## src/hw/rtl/assert_macros.svh

```systemverilog
// Assertion macros shared by the cache RTL.
`ifndef ASSERT_MACROS_SVH
`define ASSERT_MACROS_SVH

// The property must hold at every clock edge outside reset.
`define ASSERT_ALWAYS(label, clk, rst_n, prop, msg) \
	label: assert property (@(posedge clk) disable iff (!rst_n) (prop)) \
		else $error(msg);

// The condition must never be true at a clock edge outside reset.
`define ASSERT_NEVER(label, clk, rst_n, cond, msg) \
	label: assert property (@(posedge clk) disable iff (!rst_n) !(cond)) \
		else $error(msg);

`endif

```

## src/hw/rtl/dmwtc_pkg.sv

```systemverilog
// Shared types and constants for the direct-mapped write-through cache.
package dmwtc_pkg;

	// Field widths of the request and result transactions.
	localparam int ADDR_W     = 10;
	localparam int IO_DATA_W  = 32;
	localparam int TAG_W      = 9;
	localparam int LINE_OUT_W = 7;
	localparam int WORD_OUT_W = 8;
	localparam int S_TDATA_W  = 48;
	localparam int M_TDATA_W  = 56;

	// Configuration port.
	localparam int CFG_W     = 4;
	localparam int CFG_IDX_W = 1;
	localparam logic [CFG_W-1:0] CACHE_LOG2_RST = 4'd8;
	localparam logic [CFG_W-1:0] BLOCK_LOG2_RST = 4'd2;
	localparam int LOG2_MIN = 1;
	localparam int LOG2_MAX = 8;

	// Default sizes handed to the top level.
	localparam int MEM_WORDS_DEF   = 1024;
	localparam int CACHE_WORDS_DEF = 256;
	localparam int DATA_BITS_DEF   = 32;

	localparam logic REQ_WRITE = 1'b1;

	typedef enum logic [CFG_IDX_W-1:0] {
		CFG_CACHE_LOG2 = 1'b0,
		CFG_BLOCK_LOG2 = 1'b1
	} cfg_reg_t;

	typedef enum logic [2:0] {
		ST_INIT,
		ST_IDLE,
		ST_REDUCE,
		ST_SPLIT,
		ST_COMPARE,
		ST_FILL,
		ST_ACCESS,
		ST_RESULT
	} ctrl_state_t;

	// Commands from the controller to the datapath.
	typedef struct packed {
		logic init;
		logic load;
		logic reduce;
		logic split;
		logic compare;
		logic fill;
		logic access;
		logic result;
	} dp_cmd_t;

	// Status from the datapath back to the controller.
	typedef struct packed {
		logic init_done;
		logic hit;
		logic fill_done;
		logic out_free;
	} dp_status_t;

endpackage

```

## src/hw/rtl/dmwtc_ctrl.sv

```systemverilog
// Controller state machine for the cache: sequences init, lookup, fill and result.
module dmwtc_ctrl import dmwtc_pkg::*; (
	input  logic       clk,
	input  logic       arst_n,
	input  logic       in_valid,
	output logic       in_ready,
	input  dp_status_t st,
	output dp_cmd_t    cmd
);

	ctrl_state_t state_q, state_n;

	always_ff @(posedge clk or negedge arst_n) begin
		if (!arst_n) begin
			state_q <= ST_INIT;
		end else begin
			state_q <= state_n;
		end
	end

	always_comb begin
		state_n  = state_q;
		cmd      = '0;
		in_ready = 1'b0;
		unique case (state_q)
			ST_INIT: begin
				cmd.init = 1'b1;
				if (st.init_done) begin
					state_n = ST_IDLE;
				end
			end
			ST_IDLE: begin
				in_ready = 1'b1;
				cmd.load = in_valid;
				if (in_valid) begin
					state_n = ST_REDUCE;
				end
			end
			ST_REDUCE: begin
				cmd.reduce = 1'b1;
				state_n    = ST_SPLIT;
			end
			ST_SPLIT: begin
				cmd.split = 1'b1;
				state_n   = ST_COMPARE;
			end
			ST_COMPARE: begin
				cmd.compare = 1'b1;
				state_n     = st.hit ? ST_RESULT : ST_FILL;
			end
			ST_FILL: begin
				cmd.fill = 1'b1;
				if (st.fill_done) begin
					state_n = ST_ACCESS;
				end
			end
			ST_ACCESS: begin
				cmd.access = 1'b1;
				state_n    = ST_RESULT;
			end
			ST_RESULT: begin
				cmd.result = 1'b1;
				if (st.out_free) begin
					state_n = ST_IDLE;
				end
			end
			default: begin
				state_n = ST_INIT;
			end
		endcase
	end

endmodule

```

## config.mk

```make
export PLATFORM = sky130hd
export DESIGN_NAME = dmwtc_ctrl
export DESIGN_NICKNAME = d
export VERILOG_FILES = /design/src/hw/rtl/assert_macros.svh /design/src/hw/rtl/dmwtc_pkg.sv /design/src/hw/rtl/dmwtc_ctrl.sv
export SDC_FILE = /design/constraint.sdc
export NUM_CORES = 1
export LEC_CHECK = 0
export BUFFER_PORTS_ARGS = -buffer_cell sky130_fd_sc_hd__buf_2
export CORE_AREA = 2 2 39 41
export CTS_CLUSTER_DIAMETER = 60
export DETAILED_ROUTE_END_ITERATION = 8
export DIE_AREA = 0 0 41 43
export SLEW_MARGIN = 20
export SYNTH_ARGS = -nofsm -noshare
export SYNTH_HDL_FRONTEND = slang
export SYNTH_SLANG_ARGS = --single-unit
export TNS_END_PERCENT = 1
```

## constraint.sdc

```tcl
create_clock -name clk -period 2.5 [get_ports clk]
set_clock_uncertainty 0.1 [all_clocks]
set_input_delay 0.375 -clock clk [delete_from_list [all_inputs] [get_ports clk]]
set_output_delay 0.375 -clock clk [all_outputs]
set_load 0.1 [all_outputs]
```

==> summary.md <==
| Metric | Value |
|---|---|
| Status | finished clean |
| Part of the Yosys area used for sequential elements | 0.290 |
| Critical path's largest stage delay | 0.52 ns |
| Drc violations | 0 |
| Final weighted congestion of routability-driven global placement | 0.683 |
| Vias in the first global route | 239 |
| Dpl cells | 58 |
| Fin area | 378 um^2 |
| Ant diodes | 0 |
| CTS tree | built |
| WHS Path Cells | 3 |
| Mapped Nets | 37 |
| Via count | 279 |
| Number of I/O pins | 16 |
| Initial antenna violation count | 0 |
| Nets | 55 |
| Max-slew headroom | 0.677 |
| Crit Path Class | reg2out |
| Largest cells by area after synthesis | dfrtp_1 29%, a221oi_2 5.8%, and2_1 4.8% |
| CTS Sinks | 3 |
| Synth area leader | dfrtp_1 |
| CP Depth | 4 |
| # H-tree levels | 1 |
| Final setup fails | 0 |
| Slew at the pin closest to its max-slew limit | 0.489 ns |
| Worst-Skew Late Latency | 0.24 ns |
| FP Rows | 14 |
| Clock transition at path regs | 0.04 ns |
| Startpoint Class | flip-flop |
| Seq cells post-synth | 3 |
| Crit path DAT | 1.60 ns |
| Clock root buffer | clkbuf_4 |
| Total GRT Usage | 0.0924 |
| Hold violation total from the final report | 0 |
| Max reg flops | 3 |
| Post-Syn Area | 259 um^2 |
| Die Wd | 41 um |
| Wirelength per Cell | 10.2 um |
| Hold crit path type | in2reg |
| Pin count of the biggest net entering global routing | 18 |
| Final period utilization | 0.830 |
| Reg-to-reg startpoint | state_q[2]$_DFFE_PN0P_ |
| RSZ-0062 raised after global routing | no |
| Crit path max fanout | 10 |
| Post-synth top flop | dfrtp_1 |
| Reg2reg path depth | 3 |
| FILL cells | 158 |
| Critical R2R Capture | state_q[0]$_DFFE_PN0P_ |
| Fraction of layout cells with a size suffix above 1 | 0.532 |
| Min Tclk post-route | 2.07 ns |
| Die Area | 1760 um^2 |
| Reg2reg setup slack | 1.23 ns |
| Pre-antenna DRT Iters | 2 |
| Core box area | 1380 um^2 |
| Top Registers | state_q x3 |
| Post-synthesis area per instance | 8.63 um^2 |
| Slew Limit Fails | 0 |
| Distinct cell type count after synthesis | 23 |
| Ys Warns | 0 |
| Slowest stage cell on the critical path | dfrtp_1 |
| CP required | 2.03 ns |
| Share of the synthesized area in the top cell type | 0.290 |
| Worst-path cell chain | inv_2, nor3_2, and2_1, buf_2 |
| Reg with most FFs | state_q |
| Post-synth ARST share | 1.00 |
| Area after DPL | 342 um^2 |
| Clock Path Buffers | 2 |
| Post-Syn Instances | 30 |
| FMAX | 0.482 GHz |
| Die height | 43 um |
| Crit. End Element | output port |
| Max-cap check violation count | 0 |
| Hold_sp | st[0] |
| Syn-to-layout area delta | 45.9% |
| Global-route wire length before repair | 993 um |
| Worst Hold End | state_q[1]$_DFFE_PN0P_ |
| Gr ovfl total | 0 |
| Post-Layout Cell Count | 63 |
| Initial Util | 0.187 |
| CP top delay family | flip-flops |
| WP buf/inv | 2 |
| Total wire length | 645 um |
| Initial DRC Count | 2 |
| CTS Buf Count | 3 |
| Via-per-instance ratio | 4.43 |
| Post-synth EDFFs | 0 |
| Final ANT Viol Nets | 0 |
| IO Port Bufs | 15 |
==> through the flow <==
stage               worst slack, ns  utilization  hold WS (ns)  TNS (ns)
CTS                           0.407        0.273         0.335         0
finish                        0.426        0.273         0.341         0
floorplan                    -0.623            -       -0.0206     -1.24
global route                  0.279        0.273         0.354         0
detailed placement            0.664        0.247        0.0728         0
global placement              0.672        0.247        0.0719         0
==> worst max-delay path by stage <==
stage | start | end | slack [ns]
CTS | state_q[0]$_DFFE_PN0P_ | cmd[6] | 0.41
global route | state_q[0]$_DFFE_PN0P_ | cmd[6] | 0.28
detailed placement | state_q[0]$_DFFE_PN0P_ | cmd[6] | 0.66
finish | state_q[0]$_DFFE_PN0P_ | cmd[6] | 0.43
floorplan | state_q[0]$_DFFE_PN0P_ | cmd[6] | -0.62
global placement | state_q[0]$_DFFE_PN0P_ | cmd[6] | 0.67
==> cell usage after synthesis, types with 2 or more instances <==
cell type  n
nor3_1     2
buf_2      2
and3_1     2
and2_1     2
dfrtp_1    3
nor2_1     2
==> cells in the final DEF, fill, tap and decap left out, drive strengths merged <==
cell type	instances
dlygate4sd3	1
nand3	1
a221oi	1
dfrtp	3
nand3b	1
o21ai	1
buf	15
clkbuf	4
o21a	1
nand2b	1
nor2b	1
nor3	3
a21oi	1
and3	2
a21o	1
a31oi	1
o32a	1
nor2	2
inv	1
and2	3
nor3b	2
==> cell families after synthesis <==
family / Yosys count / synth area share
flops: 3 / 0.290
simple gates: 16 / 0.406
buf+inv: 4 / 0.0821
compound gates: 7 / 0.222
==> worst register-to-register path: stages, from the launching register on <==
cell and delay, ns:
dfrtp_1 0.54, nor3_1 0.25, a31oi_1 0.07, o32a_1 0.20
==> routing by layer <==
metal / vias up / part of all wire / global-route usage
met5: - / 0 / 0
met4: 0 / 0.020 / 0.120
met3: 2 / 0.051 / 0.0314
met2: 12 / 0.43 / 0.106
met1: 123 / 0.49 / 0.109
li1: 142 / - / -
==> final cells by class <==
class                   count  area [um^2]  area share
clock buffers               4         26.3      0.0695
inverters                   1         3.75     0.00993
multi-input cells          23          168       0.444
flip-flops and latches      3         75.1       0.199
well taps                  16         20.0      0.0530
repair buffers             16         85.1       0.225
==> timing repair <==
item	in CTS	in global routing
hold endpoints to repair	3	0
setup endpoints to repair	0	0
hold buffers	1	0
resized for setup	0	0
buffers inserted	0	0
Power is left out: the tool's default activity adds up to more than one toggle a clock period on the data nets, which glitch-free logic cannot reach.
